File: config.mk
export PLATFORM = sky130hd
export DESIGN_NAME = hse_fifo
export DESIGN_NICKNAME = d
export VERILOG_FILES = /design/src/hw/rtl/hse_pkg.sv /design/src/hw/rtl/hse_fifo.sv
export SDC_FILE = /design/constraint.sdc
export NUM_CORES = 1
export LEC_CHECK = 0
export BUFFER_PORTS_ARGS = -buffer_cell sky130_fd_sc_hd__buf_2
export CAP_MARGIN = 10
export CELL_PAD_IN_SITES_DETAIL_PLACEMENT = 1
export CELL_PAD_IN_SITES_GLOBAL_PLACEMENT = 2
export CORE_ASPECT_RATIO = 0.9
export CORE_MARGIN = 4
export CORE_UTILIZATION = 44
export CTS_CLUSTER_SIZE = 10
export DETAILED_ROUTE_END_ITERATION = 7
export PLACE_DENSITY_LB_ADDON = 0.25
export SLEW_MARGIN = 40
export SYNTH_ARGS = -nofsm -noshare
export SYNTH_HDL_FRONTEND = slang
export SYNTH_SLANG_ARGS = --single-unit
File: constraint.sdc
create_clock -name clk -period 3.1 [get_ports clk]
set_clock_uncertainty 0.15 [all_clocks]
set_input_delay 0.62 -clock clk [delete_from_list [all_inputs] [get_ports clk]]
set_output_delay 0.62 -clock clk [all_outputs]
set_load 0.01 [all_outputs]
File: src/hw/rtl/hse_pkg.sv
// ----------------------------------------------------------------------------
// hse_pkg
// Shared constants, queue entry type and sequencer states for the heap sorter.
// ----------------------------------------------------------------------------
package hse_pkg;

	localparam int MAX_ITEMS  = 64;
	localparam int DATA_W     = 32;
	localparam int ADDR_W     = (MAX_ITEMS > 1) ? $clog2(MAX_ITEMS) : 1;
	localparam int CNT_W      = ADDR_W + 1;
	localparam int FIFO_DEPTH = 4;
	localparam int FIFO_PTR_W = $clog2(FIFO_DEPTH);
	localparam int FIFO_CNT_W = FIFO_PTR_W + 1;

	// one classified input transaction
	typedef struct packed {
		logic signed [DATA_W-1:0] value;
		logic                     last;
		logic                     drop;
	} entry_t;

	typedef enum logic [3:0] {
		S_LOAD,
		S_RDX,
		S_RDC,
		S_CMP,
		S_XCHK,
		S_XRD,
		S_XSW,
		S_ORD,
		S_OWR
	} state_t;

endpackage

File: src/hw/rtl/hse_fifo.sv
// ----------------------------------------------------------------------------
// hse_fifo
// Short queue that decouples the input side from the sort sequencer.
// ----------------------------------------------------------------------------
module hse_fifo (
	input  logic            clk,
	input  logic            arst_n,
	input  logic            push_valid,
	output logic            push_ready,
	input  hse_pkg::entry_t push_data,
	output logic            pop_valid,
	input  logic            pop_ready,
	output hse_pkg::entry_t pop_data
);

	hse_pkg::entry_t                   slot_q [hse_pkg::FIFO_DEPTH];
	logic [hse_pkg::FIFO_PTR_W-1:0]    wptr_q;
	logic [hse_pkg::FIFO_PTR_W-1:0]    rptr_q;
	logic [hse_pkg::FIFO_CNT_W-1:0]    cnt_q;
	logic                              push;
	logic                              pop;

	assign push_ready = (cnt_q != hse_pkg::FIFO_CNT_W'(hse_pkg::FIFO_DEPTH));
	assign pop_valid  = (cnt_q != '0);
	assign pop_data   = slot_q[rptr_q];
	assign push       = push_valid && push_ready;
	assign pop        = pop_valid && pop_ready;

	always_ff @(posedge clk or negedge arst_n) begin
		if (!arst_n) begin
			wptr_q <= '0;
			rptr_q <= '0;
			cnt_q  <= '0;
		end else begin
			if (push) begin
				wptr_q <= wptr_q + 1'b1;
			end
			if (pop) begin
				rptr_q <= rptr_q + 1'b1;
			end
			if (push && !pop) begin
				cnt_q <= cnt_q + 1'b1;
			end else if (pop && !push) begin
				cnt_q <= cnt_q - 1'b1;
			end
		end
	end

	always_ff @(posedge clk) begin
		if (push) begin
			slot_q[wptr_q] <= push_data;
		end
	end

endmodule

==> impl_results.md <==
- Clock slew at reported path FFs: 0.06 ns
- Total gr overflow: 0
- Layout filler cell count: 1080
- Register area share after synthesis: 79.3%
- Area used by multi-input combinational logic: 1010 sq um
- DR vias/cell: 5.02
- Average size of a mapped cell: 25.2 sq um
- DR DRC count: 0
- Io pins: 74
- Pwr Total: 6.40 mW
- TritonCTS Buffers: 17
- Worst Hold Class: input port to register
- Total GRT Usage: 15.1%
- Drt pass-1 iters: 4
- Worst Max-Slew Pin Slew: 0.547 ns
- DRT Wirelength: 9700 microns
- Diode count: 0
- Htree depth: 4
- Row count: 38
- Syn Nets: 257
- Min Tclk post-route: 2.59 ns
- Worst-skew pair later-pin latency: 0.41 ns
- Core area: 12000 sq um
- Initial antenna violation count: 0
- Final period util: 83.6%
- Yosys cell types: 19
- Final core utilization: 54.5%
- Area of the mapped netlist: 5370 sq um
- Outcome: complete, no violations
- Slew Limit Fails: 0
- Pre-CTS setup slack: 0.755 ns
- Vias: 2410
- Max rail drop VDD: 0.000482 V
- Post-layout nets: 351
- Power per cell area: 980 nW/um^2
- Synth-to-Final Area Change: 21.6%
- Layout cells sized above 1: 46.3%
- WHS: 0.272 ns
- Worst setup EP type: primary output
- Fin Setup TNS: 0 ns
- Chip width: 124 microns
- Pleak: 2.31 nW
- Die ar.: 14000 sq um
- RePlAce Congestion: 0.678
- Total area of sequential cells: 4260 sq um
- Startpoint Class: register
- Drt wl/cell: 20.2 microns
- RSZ-0062 raised after global routing: no
- Die H: 113 microns
- Max Freq: 386 MHz
- CTS tree: done
- Final Hold Violating Endpoints: 0
- PortBufs: 73
- Syn Inst Count: 213
- Dpl hpwl: 6040 microns
- Worst setup margin: 0.508 ns
- CP required: 2.33 ns
- DR iter-0 viols: 176
- Starting Density: 44.8%
- Slew HR: 63.5%
- Largest net degree at the start of global routing: 35
- Clk sink count: 143
- Worst-path maximum fanout: 19
- Setup Viol. Count Final: 0
- Seq cells post-synth: 143
- Root buf cell: clkbuf_16
- Max_cap viols: 0
- Synthesis warning total: 0
- Setup Crit Path Kind: register to primary output
- Max clock buf depth: 2
- Vias in the first global route: 2757
- First-pass GRT wire length: 15700 microns
- Worst EP arrival: 1.82 ns
- Final ANT Viol Nets: 0
[critical path, cell delays in order (launching register included)]
cell     delay [ns]
dfrtp_2        0.66
buf_12         0.24
mux4_2         0.34
buf_2          0.16
[flip-flops by register name, summed over array words and instances (netlist names)]
signal / cells
slot_q: 136
wptr_q: 2
cnt_q: 3
rptr_q: 2
[synthesized netlist by cell type, drive strengths merged]
cell / n / share of area, %
or3: 1 / 0.12
mux4: 34 / 15
nand2: 2 / 0.14
buf: 8 / 1.7
dfrtp: 7 / 3.3
nor2: 2 / 0.14
inv: 3 / 0.21
and2: 4 / 0.47
fa: 1 / 0.37
ha: 5 / 1.2
a21boi: 1 / 0.21
nand3: 1 / 0.093
xor2: 2 / 0.33
mux2: 2 / 0.42
xnor2: 4 / 0.65
edfxtp: 136 / 76
[through the flow]
stage	std cells	instance area, sq um
global placement	447	5970
floorplan	213	5370
detailed placement	447	5970
finish	480	6530
global route	480	6530
CTS	480	6530
[routing by layer]
metal	global-route usage, %	vias to the layer above	part of all wire (%)
li1	-	1087	-
met4	5.70	0	1.2
met2	22.3	67	47
met5	0	-	0
met3	6.28	12	6.3
met1	20.3	1244	45
[kinds of logic after synthesis]
kind of cell,synth area share [%]
flip-flops,79.3
multiplexers,15.1
buffers and inverters,1.91
AND/OR/NAND/NOR,0.955
XOR/XNOR,0.979
adder cells (fa/ha/maj),1.54
AO/OA/AOI/OAI,0.210
[power by group]
part	leakage, nW	internal [mW]	switching (mW)
registers	1.33	2.57	0.166
logic	0.706	0.871	0.910
clock network	0.278	1.16	0.726
total	2.31	4.60	1.80
[repair_timing]
| action | CTS | global route |
|---|---|---|
| endpoints found under the hold margin | 7 | 0 |
| setup buffers | 0 | 0 |
| gates resized for setup | 0 | 0 |
| hold buffers | 1 | 0 |
[placed cells by master (no fill, tap or decap), types with 2 or more instances in the layout]
master / netlist / layout
and2_2: 0 / 4
buf_12: 3 / 4
buf_2: 4 / 73
buf_4: 0 / 5
bufinv_16: 0 / 2
clkbuf_16: 0 / 17
clkinv_1: 0 / 3
clkinv_2: 0 / 8
dfrtp_1: 7 / 5
dfrtp_2: 0 / 2
edfxtp_1: 136 / 136
ha_1: 5 / 5
inv_1: 3 / 3
mux2_2: 2 / 2
mux4_1: 6 / 6
mux4_2: 28 / 28
nand2_1: 2 / 2
nor2_1: 2 / 2
xnor2_1: 4 / 4
xor2_1: 2 / 2
[layout make-up]
cell class                      instances  area share [%]
Sequential cell                       143            65.2
Inverter                                3           0.172
Multi-Input combinational cell         59            15.5
Tap cell                              160            3.06
Timing Repair Buffer                   83            7.55
Clock inverter                         15            1.95
Clock buffer                           17            6.51
[path summary, 6_finish.rpt]
check / from / end / slack (ns) / cells past startpoint
worst max-delay path: rptr_q[1] / pop_data[6] / 0.51 / 3
worst min-delay path: push_data[22] / slot_q[3][22] / 0.27 / 1
worst max register to register: cnt_q[1] / cnt_q[2] / 0.85 / 8
worst min register to register: cnt_q[2] / cnt_q[2] / 0.38 / 1
max in group asynchronous: arst_n / rptr_q[0] / 2.19 / 2
min in group asynchronous: arst_n / rptr_q[1] / 0.43 / 2
Note: power is estimated with default switching activity, not from simulation.
