==> config.mk <==
export PLATFORM = sky130hd
export DESIGN_NAME = hse_front
export DESIGN_NICKNAME = d
export VERILOG_FILES = /design/src/hw/rtl/hse_pkg.sv /design/src/hw/rtl/hse_front.sv
export SDC_FILE = /design/constraint.sdc
export NUM_CORES = 1
export LEC_CHECK = 0
export BUFFER_PORTS_ARGS = -buffer_cell sky130_fd_sc_hd__clkbuf_2
export CORE_UTILIZATION = 33
export CTS_BUF_LIST = sky130_fd_sc_hd__clkbuf_4 sky130_fd_sc_hd__clkbuf_8
export DETAILED_ROUTE_END_ITERATION = 8
export GPL_TIMING_DRIVEN = 0
export PLACE_DENSITY = 0.88
export RECOVER_POWER = 50
export SETUP_SLACK_MARGIN = 0.3
export SLEW_MARGIN = 20
export SYNTH_ARGS = -nofsm -noshare
export SYNTH_HDL_FRONTEND = slang
export SYNTH_SLANG_ARGS = --single-unit
==> constraint.sdc <==
create_clock -name clk -period 1.56 [get_ports clk]
set_clock_uncertainty 0.1 [all_clocks]
set_input_delay 0.156 -clock clk [delete_from_list [all_inputs] [get_ports clk]]
set_output_delay 0.156 -clock clk [all_outputs]
set_load 0.005 [all_outputs]
==> src/hw/rtl/hse_pkg.sv <==
// ----------------------------------------------------------------------------
// hse_pkg
// Shared constants, queue entry type and sequencer states for the heap sorter.
// ----------------------------------------------------------------------------
package hse_pkg;

	localparam int MAX_ITEMS  = 64;
	localparam int DATA_W     = 32;
	localparam int ADDR_W     = (MAX_ITEMS > 1) ? $clog2(MAX_ITEMS) : 1;
	localparam int CNT_W      = ADDR_W + 1;
	localparam int FIFO_DEPTH = 4;
	localparam int FIFO_PTR_W = $clog2(FIFO_DEPTH);
	localparam int FIFO_CNT_W = FIFO_PTR_W + 1;

	// one classified input transaction
	typedef struct packed {
		logic signed [DATA_W-1:0] value;
		logic                     last;
		logic                     drop;
	} entry_t;

	typedef enum logic [3:0] {
		S_LOAD,
		S_RDX,
		S_RDC,
		S_CMP,
		S_XCHK,
		S_XRD,
		S_XSW,
		S_ORD,
		S_OWR
	} state_t;

endpackage

==> src/hw/rtl/hse_front.sv <==
// ----------------------------------------------------------------------------
// hse_front
// Accepts input transactions, tracks the batch fill and marks values that
// no longer fit in the buffer.
// ----------------------------------------------------------------------------
module hse_front (
	input  logic                                clk,
	input  logic                                arst_n,
	input  logic                                in_valid,
	output logic                                in_ready,
	input  logic signed [hse_pkg::DATA_W-1:0]   value,
	input  logic                                last,
	output logic                                push_valid,
	input  logic                                push_ready,
	output hse_pkg::entry_t                     push_data
);

	logic [hse_pkg::CNT_W-1:0] fill_q;
	logic                      full;
	logic                      accept;

	assign full     = (fill_q == hse_pkg::CNT_W'(hse_pkg::MAX_ITEMS));
	assign in_ready = push_ready;
	assign accept   = in_valid && push_ready;

	assign push_valid      = in_valid;
	assign push_data.value = value;
	assign push_data.last  = last;
	assign push_data.drop  = full;

	always_ff @(posedge clk or negedge arst_n) begin
		if (!arst_n) begin
			fill_q <= '0;
		end else if (accept) begin
			if (last) begin
				fill_q <= '0;
			end else if (!full) begin
				fill_q <= fill_q + 1'b1;
			end
		end
	end

endmodule

==> flow_metrics.py, run 1 <==
metrics = {
    "status": {
        "status": "finished with violations",
        "violations": "negative setup slack",
    },
    "pwr": {
        "p_clk_share_pct": 22.4,
        "power_frac_comb_pct": 47.3,
        "switching_share_pct": 34.39,
        "intPower_w": 0.0005825,
        "p_switching_w": 0.0003054,
        "total_leakage_power_nw": 0.6027,
        "power.density_nw_per_um2": 757.3,
        "share_seq_of_total_power_pct": 30.3,
        "peakVddDrop_mv": 0.4522,
    },
    "finish": {
        "reg.largest.list": "fill_q (7)",
        "fin_nets": 183,
        "largest_register_ffs": 7,
        "drive_gt1_share_pct": 76.92,
        "area_growth_syn_to_layout_pct": 61.27,
        "regMostFlops": "fill_q",
        "fill_cells": 179,
        "n_antenna_cell": 0,
    },
    "synthesis": {
        "synthFlopType": "dfrtp_1",
        "async_flop_share_pct": 100.0,
        "synth_top_area_share_pct": 37.18,
        "yosys.cell_types.count": 20,
        "syn_inst": 87,
        "syn_area_um2": 726.9,
        "synth_area_per_cell_um2": 8.356,
        "synth_top_cell_by_area": "buf_4",
        "ys_warn_count": 0,
        "synthTopCellsByCount": "buf_4 (36), dfrtp_1 (7), nand2_1 (5), nand3_1 (5)",
        "synth_seq_area_share_pct": 24.10,
        "synth.area.top_cells": "buf_4 (37%), dfrtp_1 (24%), a221o_1 (5.5%), ha_1 (3.4%), nand3_1 (3.4%)",
        "synth_seq_cells": 7,
        "synth_edf_count": 0,
        "synth_fp_nets": 126,
        "synth.most_common_cell": "buf_4",
    },
    "sta": {
        "report.final.slew_viol_count": 0,
        "tns_ns": -0.04332,
        "finalCritPeriodShare_pct": 102.8,
        "setup_viol": 1,
        "setup_slack_ns": -0.04332,
        "min_period_ns": 1.603,
        "relSlewSlack_pct": 70.83,
        "rsz0062_at_grt": "true",
        "worst_pin_slew_ns": 0.4375,
        "clock.fmax_mhz": 623.7,
        "hold_viol_final": 0,
    },
    "clock_tree": {
        "clock_sinks": 7,
        "h-tree-depth": 1,
        "clk_pin_slew_ns": 0.05,
        "clock_latency_ns": 0.27,
        "cts_tree": "built",
        "cts-root-buf": "clkbuf_4",
        "numCtsBuffers": 3,
        "clock_path_buffers": 2,
    },
    "critical_path": {
        "slowest_stage": "dfrtp_1",
        "worstSetupEndpointType": "output pin",
        "worst-endpoint-required_ns": 1.30,
        "path_cells": "inv_2 > ha_2 > and2_4 > and2_4 > buf_6 > buf_6",
        "path_max_fanout": 3,
        "rr_worst_depth": 6,
        "regToRegSetupSlack_ns": 0.02,
        "critPathKind": "flip-flop to output pin",
        "cp_top_family": "flip-flops",
        "cp-start-kind": "flip-flop",
        "r2r-end": "fill_q[0]$_DFFE_PN0P_",
        "critPathMaxStageDelay_ns": 0.37,
        "startpoint": "fill_q[1]$_DFFE_PN0P_",
        "timing.rr.start": "fill_q[1]$_DFFE_PN0P_",
        "arrival_ns": 1.35,
        "cp_num_buf_inv": 3,
    },
    "min_path": {
        "hold_class": "input port to flip-flop",
        "hold_path_depth": 3,
        "holdPathEnd": "fill_q[2]$_DFFE_PN0P_",
        "min_from": "last",
    },
    "global_routing": {
        "grt_use_met3_pct": 4.673,
        "grt_pass1_wl_um": 3001,
        "top_usage_layer": "met2",
        "antenna_found_initial": 0,
        "grt_pass1_vias": 709,
        "grtUsageTotal_pct": 16.81,
        "use_met1_pct": 15.46,
        "grt_use_met2_pct": 32.18,
        "overflow": 0,
        "grt_max_degree": 11,
    },
    "floorplanning": {
        "core.rowCount": 16,
        "ios": 73,
        "fp.coreArea_um2": 2022,
        "die_x_um": 48.94,
        "die_area_um2": 2395,
        "initial_core_util_pct": 35.95,
        "die_h_um": 48.94,
    },
    "route": {
        "drc": 0,
        "drt_first_pass_iters": 4,
        "wl_um": 1979,
        "wire_per_inst_um": 11.64,
        "viasPerCell": 4.853,
        "vias": 825,
        "first_iter_violations": 15,
        "ant_nets": 0,
    },
    "placement": {
        "place_ws_ns": 0.08394,
        "gp_congestion": 0.8263,
        "dp_hpwl_um": 1260,
        "port_buffers": 40,
    },
    "run": {
        "maxCapViolations": 0,
    },
}
-- worst reg2reg max path, delay by kind of cell (launching register included) --
family / cells / cell delay, ns
compound gates: 1 / 0.30
flops: 1 / 0.37
simple gates: 2 / 0.29
fa+ha+maj: 1 / 0.17
buf+inv: 2 / 0.19
-- layout make-up --
type                    count  area [µm²]  share of cell area (%)
multi-input cells          39       316.6                   27.00
repair buffers             52       316.6                   27.00
clock buffers               4       30.03                   2.561
plain buffers              38       284.0                   24.23
flip-flops and latches      7       180.2                   15.37
inverters                   3       11.26                  0.9605
well taps                  27       33.78                   2.882
-- per-layer routing --
| layer | up-vias | part of all wire, % |
|---|---|---|
| met5 | - | 0 |
| met4 | 0 | 4.1 |
| met3 | 16 | 9.6 |
| met2 | 77 | 53 |
| met1 | 359 | 33 |
| li1 | 373 | - |
-- logic make-up after synthesis --
family                     count (synthesis)  synth area share (%)
adders and majority gates                  2                 3.442
AOI/OAI and AO/OA                         10                 10.67
DFF                                        7                 24.10
and+or+nand+nor                           27                 21.69
buffers and inverters                     41                 40.10
-- cell usage in the layout (no fill, tap or decap), types with 2 or more instances in the layout --
cell type,synthesis,routed
o21ai_0,3,3
buf_2,2,2
a221o_1,4,4
nor4_1,2,2
buf_6,0,7
dfrtp_2,0,4
buf_4,36,25
clkbuf_4,0,20
a2111oi_2,0,2
inv_2,0,2
and2_4,0,2
nor2_1,4,4
nor2b_1,3,3
nand2_1,5,4
clkbuf_2,0,38
dfrtp_1,7,3
nand3_1,5,4
-- what timing repair did --
action / 4_1_cts / 5_1_grt
hold endpoints to repair: 7 / 0
gates resized for setup: 13 / 7
setup endpoints to repair: 7 / 8
setup buffers: 8 / 3
pin swaps: 4 / 6
hold buffers: 1 / 0
-- worst max-delay path by stage --
stage	slack (ns)	cells past startpoint	to
after floorplan	0.18	5	fill_q[1]$_DFFE_PN0P_
after global placement	0.09	4	push_data[0]
after detailed placement	0.08	5	fill_q[0]$_DFFE_PN0P_
after CTS	-0.05	4	push_data[0]
after global routing	-0.09	4	push_data[0]
final	-0.04	6	push_data[0]
-- metrics by stage --
| stage | util, % | hold WS (ns) | area [µm²] | std cells | total power (W) |
|---|---|---|---|---|---|
| 3_5_place_dp | 48.70 | -0.09666 | 984.7 | 154 | 0.0005510 |
| 6_report | 57.98 | 0.1939 | 1172 | 170 | 0.0008878 |
| 4_1_cts | 56.13 | 0.1743 | 1135 | 167 | 0.0008290 |
| 3_3_place_gp | 48.70 | -0.1035 | 984.7 | 154 | 0.0005316 |
| 2_1_floorplan | - | -0.2396 | 750.7 | 87 | 0.0004610 |
| 5_1_grt | 57.98 | 0.2048 | 1172 | 170 | 0.0009427 |
-- power groups by stage --
stage / registers [W] / clock network, W / logic, W
final: 0.000269 / 0.000199 / 0.000420
after global routing: 0.000272 / 0.000217 / 0.000453
after CTS: 0.000261 / 0.000195 / 0.000373
after detailed placement: 0.000277 / 0 / 0.000274
after global placement: 0.000272 / 0 / 0.000259
after floorplan: 0.000263 / 0 / 0.000198
Note: power is estimated with default switching activity, not from simulation.
==> run 2: changes to the inputs <==
--- a/config.mk
+++ b/config.mk
@@ -12,6 +12,7 @@
 export GPL_TIMING_DRIVEN = 0
 export PLACE_DENSITY = 0.88
 export RECOVER_POWER = 50
+export REMOVE_ABC_BUFFERS = 1
 export SETUP_SLACK_MARGIN = 0.3
 export SLEW_MARGIN = 20
 export SYNTH_ARGS = -nofsm -noshare
==> run 2 against run 1 <==
  * The flow now finishes without violations
  * Die area stayed put
  * First-iteration DRC count is 13% lower
  * Non-clock buffer count is 72 lower
  * Sequential cell count stayed put
  * Setup slack better by 0.057 ns
  * Critical path depth is 3 lower
  * Maximum frequency is 3.7% higher
  * Routed wire length is 19% higher
  * Combinational power is 30% lower
  * Final cell count is 42% lower
  * Power is 16% lower
  * Largest cell class is now multi-input gates
==> flow_metrics.py, run 2 (same netlist as run 1, synthesis figures left out) <==
metrics = {
    "placement": {
        "placed_cells": 84,
        "place_ws_ns": -0.04053,
        "placed_cell_area_um2": 520.5,
        "gp_congestion": 0.7649,
        "port_buffers": 8,
        "dp_hpwl_um": 1744,
    },
    "pwr": {
        "power.total_w": 0.0007460,
        "total_leakage_power_nw": 0.2933,
        "power.density_nw_per_um2": 1061,
        "peakVddDrop_mv": 0.4782,
    },
    "sta": {
        "setup_slack_ns": 0.01329,
        "clock.fmax_mhz": 646.5,
        "finalCritPeriodShare_pct": 99.15,
        "relSlewSlack_pct": 72.27,
        "report.final.slew_viol_count": 0,
        "setup_viol": 0,
        "hold_viol_final": 0,
        "min_period_ns": 1.547,
        "worst_pin_slew_ns": 0.4055,
        "rsz0062_at_grt": "true",
    },
    "run": {
        "maxCapViolations": 0,
    },
    "clock_tree": {
        "cts_tree": "built",
        "h-tree-depth": 1,
        "clk_pin_slew_ns": 0.06,
        "clock_path_buffers": 2,
        "numCtsBuffers": 3,
        "clock_latency_ns": 0.25,
        "cts-root-buf": "clkbuf_4",
        "clock_sinks": 7,
    },
    "route": {
        "viasPerCell": 5.765,
        "wire_per_inst_um": 24.01,
        "vias": 565,
        "first_iter_violations": 13,
        "drt_first_pass_iters": 4,
        "ant_nets": 0,
        "drc": 0,
        "wl_um": 2353,
    },
    "floorplanning": {
        "die_h_um": 48.94,
        "ios": 73,
        "die_x_um": 48.94,
        "core.rowCount": 16,
        "initial_core_util_pct": 35.95,
        "fp.coreArea_um2": 2022,
        "die_area_um2": 2395,
    },
    "finish": {
        "n_antenna_cell": 0,
        "final_cells": 98,
        "fin_nets": 111,
        "final_cell_area_um2": 703.2,
        "drive_gt1_share_pct": 49.30,
        "reg.largest.list": "fill_q (7)",
        "final_cell_mix": "clkbuf_2 (8), buf_4 (6)",
        "utilization_pct": 34.78,
        "regMostFlops": "fill_q",
        "fill_cells": 204,
        "final_common_cell": "clkbuf_2",
        "area_growth_syn_to_layout_pct": -3.270,
        "largest_register_ffs": 7,
    },
    "global_routing": {
        "grt_pass1_vias": 502,
        "grt_pass1_wl_um": 3298,
        "antenna_found_initial": 0,
        "grtUsageTotal_pct": 20.09,
        "grt_max_degree": 16,
        "overflow": 0,
    },
    "critical_path": {
        "worst-endpoint-required_ns": 1.30,
        "worstSetupEndpointType": "output pin",
        "regToRegSetupSlack_ns": 0.05,
        "critPathKind": "flip-flop to output pin",
        "cp-start-kind": "flip-flop",
        "path_max_fanout": 2,
        "arrival_ns": 1.29,
    },
    "min_path": {
        "hold_class": "input port to asynchronous set/reset pin",
    },
    "status": {
        "status": "completed",
    },
}
-- run 2: what timing repair did --
item / CTS / global route
endpoints found under the setup margin: 7 / 8
gates resized for setup: 11 / 9
pin swaps: 6 / 6
hold endpoints to repair: 7 / 0
hold buffers: 1 / 0
setup buffers: 7 / 2
-- run 2: routing by layer --
layer | vias up | GRT usage [%] | routed length (µm) | part of all wire, %
met3 | 4 | 26.79 | 671 | 29
li1 | 231 | - | - | -
met1 | 270 | 20.80 | 760 | 32
met2 | 60 | 23.61 | 904 | 38
met5 | - | 0 | 0 | 0
met4 | 0 | 4.412 | 17 | 0.72
-- run 2: power by group --
part	internal, W	switching [W]
sequential	0.000219	0.0000455
combinational	0.000160	0.000135
clock	0.000115	0.0000717
total	0.000494	0.000252
-- run 2: final timing paths --
path                            cells after the start                     to             startpoint
worst max-delay path                                3           push_data[0]  fill_q[4]$_DFFE_PN0P_
worst min-delay path                                2  fill_q[1]$_DFFE_PN0P_                 arst_n
worst max register to register                      6  fill_q[0]$_DFFE_PN0P_  fill_q[0]$_DFFE_PN0P_
worst min register to register                      2  fill_q[6]$_DFFE_PN0P_  fill_q[6]$_DFFE_PN0P_
max in group asynchronous                           2  fill_q[4]$_DFFE_PN0P_                 arst_n
min in group clk                                    0           push_data[2]               value[0]
-- run 2: worst max-delay path: stages (launching register included) --
cell and delay [ns]:
dfrtp_2 0.43, nor4_4 0.31, and2_4 0.19, clkbuf_2 0.10
-- run 2: layout make-up --
class,instances,area [µm²],area share [%]
Sequential cell,7,178.9,25.44
Timing Repair Buffer,18,128.9,18.33
Multi-Input combinational cell,39,320.3,45.55
Clock buffer,4,30.03,4.270
Tap cell,27,33.78,4.804
Inverter,3,11.26,1.601
-- run 2: stage by stage --
stage / hold slack [ns] / TNS [ns]
after global routing: 0.2094 / -0.01591
after CTS: 0.1943 / 0
after floorplan: -0.2396 / 0
after detailed placement: -0.09698 / -0.05725
final: 0.1848 / 0
after global placement: -0.1010 / 0
==> run 3: changes to the inputs <==
--- a/config.mk
+++ b/config.mk
@@ -10,7 +10,7 @@
 export CTS_BUF_LIST = sky130_fd_sc_hd__clkbuf_4 sky130_fd_sc_hd__clkbuf_8
 export DETAILED_ROUTE_END_ITERATION = 8
 export GPL_TIMING_DRIVEN = 0
-export PLACE_DENSITY = 0.88
+export PLACE_DENSITY = 0.83
 export RECOVER_POWER = 50
 export REMOVE_ABC_BUFFERS = 1
 export SETUP_SLACK_MARGIN = 0.3
==> run 3 against run 2 <==
  * Via count rose by 2.1%
  * Cell area rose by 4.3%
  * Clock-buffer cell count did not move
  * The flow now finishes with violations (negative setup slack)
  * Worst hold slack got worse by 0.016 ns
  * Routed wire length rose by 7.6%
  * Final cell count did not move
  * Die area did not move
==> flow_metrics.py, run 3 (same netlist as run 1, synthesis figures left out) <==
metrics = {
    "status": {
        "status": "finished with violations",
        "violations": "negative setup slack",
    },
    "critical_path": {
        "r2r-end": "fill_q[2]$_DFFE_PN0P_",
        "startpoint": "fill_q[1]$_DFFE_PN0P_",
        "worstSetupEndpoint": "push_data[0]",
        "cp-start-kind": "flip-flop",
        "regToRegSetupSlack_ns": 0.06,
        "slowest_stage": "dfrtp_2",
        "worst-endpoint-required_ns": 1.30,
        "cp_top_family": "flip-flops",
        "path_cells": "inv_2 > ha_1 > and2_4 > and2_4 > buf_6",
        "critPathKind": "flip-flop to output pin",
        "rr_worst_depth": 4,
        "crit_path_frequent_cell": "and2_4",
        "cp_num_cells": 5,
        "arrival_ns": 1.31,
        "timing.rr.start": "fill_q[0]$_DFFE_PN0P_",
        "cp_num_buf_inv": 2,
        "worstSetupEndpointType": "output pin",
        "critPathMaxStageDelay_ns": 0.44,
        "path_max_fanout": 4,
    },
    "floorplanning": {
        "die_h_um": 48.94,
        "core.rowCount": 16,
        "die_x_um": 48.94,
        "ios": 73,
        "die_area_um2": 2395,
        "initial_core_util_pct": 35.95,
        "fp.coreArea_um2": 2022,
    },
    "finish": {
        "n_antenna_cell": 0,
        "fin_nets": 111,
        "area_growth_syn_to_layout_pct": 0.8606,
        "reg.largest.list": "fill_q (7)",
        "final_cell_mix": "clkbuf_2 (7), buf_4 (6), dfrtp_2 (5)",
        "regMostFlops": "fill_q",
        "final_common_cell": "clkbuf_2",
        "drive_gt1_share_pct": 60.56,
        "utilization_pct": 36.26,
        "largest_register_ffs": 7,
        "final_cells": 98,
    },
    "global_routing": {
        "grt_pass1_vias": 533,
        "top_usage_layer": "met3",
        "overflow": 0,
        "grt_use_met3_pct": 26.48,
        "use_met1_pct": 21.52,
        "grt_pass1_wl_um": 3436,
        "grt_use_met2_pct": 26.16,
        "grtUsageTotal_pct": 21.00,
        "antenna_found_initial": 0,
        "grt_max_degree": 16,
    },
    "route": {
        "first_iter_violations": 22,
        "vias": 577,
        "wl_um": 2531,
        "viasPerCell": 5.888,
        "drc": 0,
        "drt_first_pass_iters": 4,
        "wire_per_inst_um": 25.83,
        "ant_nets": 0,
    },
    "pwr": {
        "peakVddDrop_mv": 0.3834,
        "power.total_w": 0.0007767,
        "power.density_nw_per_um2": 1059,
        "total_leakage_power_nw": 0.2870,
    },
    "min_path": {
        "hold_class": "input port to asynchronous set/reset pin",
    },
    "sta": {
        "setup_slack_ns": -0.002927,
        "relSlewSlack_pct": 63.05,
        "worst_pin_slew_ns": 0.5530,
        "rsz0062_at_grt": "true",
        "min_period_ns": 1.563,
        "clock.fmax_mhz": 639.8,
        "report.final.slew_viol_count": 0,
        "hold_viol_final": 0,
        "finalCritPeriodShare_pct": 100.2,
        "timing.hold.ws_ns": 0.1686,
        "setup_viol": 1,
    },
    "placement": {
        "port_buffers": 8,
        "placed_cells": 84,
        "place_ws_ns": -0.02856,
        "gp_congestion": 0.7769,
    },
    "run": {
        "maxCapViolations": 0,
    },
    "clock_tree": {
        "cts_tree": "built",
        "clock_path_buffers": 2,
        "cts-root-buf": "clkbuf_4",
        "clock_latency_ns": 0.27,
        "clk_pin_slew_ns": 0.06,
        "clock_sinks": 7,
        "numCtsBuffers": 3,
        "h-tree-depth": 1,
    },
}
run 3: cell count changes in the layout (fill, tap and decap cells not counted), sizes merged:
cell / before / now
buf: 9 / 10
clkbuf: 12 / 11
run 3: area by class of cell:
cell class              instances  area [µm²]
clock buffers                   4       30.03
fillers                       201        1289
inverters                       3       11.26
multi-input cells              39       341.6
flip-flops and latches          7       181.4
well taps                      27       33.78
repair buffers                 18       135.1
run 3: worst min-delay path by stage:
stage	from	to
2_1_floorplan	arst_n	fill_q[0]$_DFFE_PN0P_
4_1_cts	arst_n	fill_q[3]$_DFFE_PN0P_
3_5_place_dp	arst_n	fill_q[3]$_DFFE_PN0P_
6_report	arst_n	fill_q[3]$_DFFE_PN0P_
5_1_grt	arst_n	fill_q[0]$_DFFE_PN0P_
3_3_place_gp	arst_n	fill_q[5]$_DFFE_PN0P_
run 3: timing repair:
item / in CTS / in global routing
buffers inserted: 9 / 0
resized for setup: 12 / 17
setup endpoints to repair: 7 / 8
hold buffers: 1 / 0
pin swaps: 2 / 6
hold endpoints to repair: 7 / 0
run 3: metrics by stage:
stage	instance area, µm²	setup TNS, ns
2_1_floorplan	446.7	0
3_3_place_gp	520.5	0
3_5_place_dp	520.5	-0.05089
4_1_cts	669.4	0
5_1_grt	733.2	-0.04914
6_report	733.2	-0.002927
run 3: report_power, final:
| part | switching (W) | total, W | leakage (nW) | internal (W) |
|---|---|---|---|---|
| clock | 0.0000832 | 0.000199 | 0.0184 | 0.000116 |
| sequential | 0.0000567 | 0.000278 | 0.0775 | 0.000221 |
| combinational | 0.000141 | 0.000299 | 0.191 | 0.000158 |
run 3: routing by layer:
layer	wire, µm	vias to the layer above	share of wire [%]
met5	0	-	0
met4	66	0	2.6
met3	653	8	26
met2	993	65	39
met1	817	275	32
li1	-	229	-
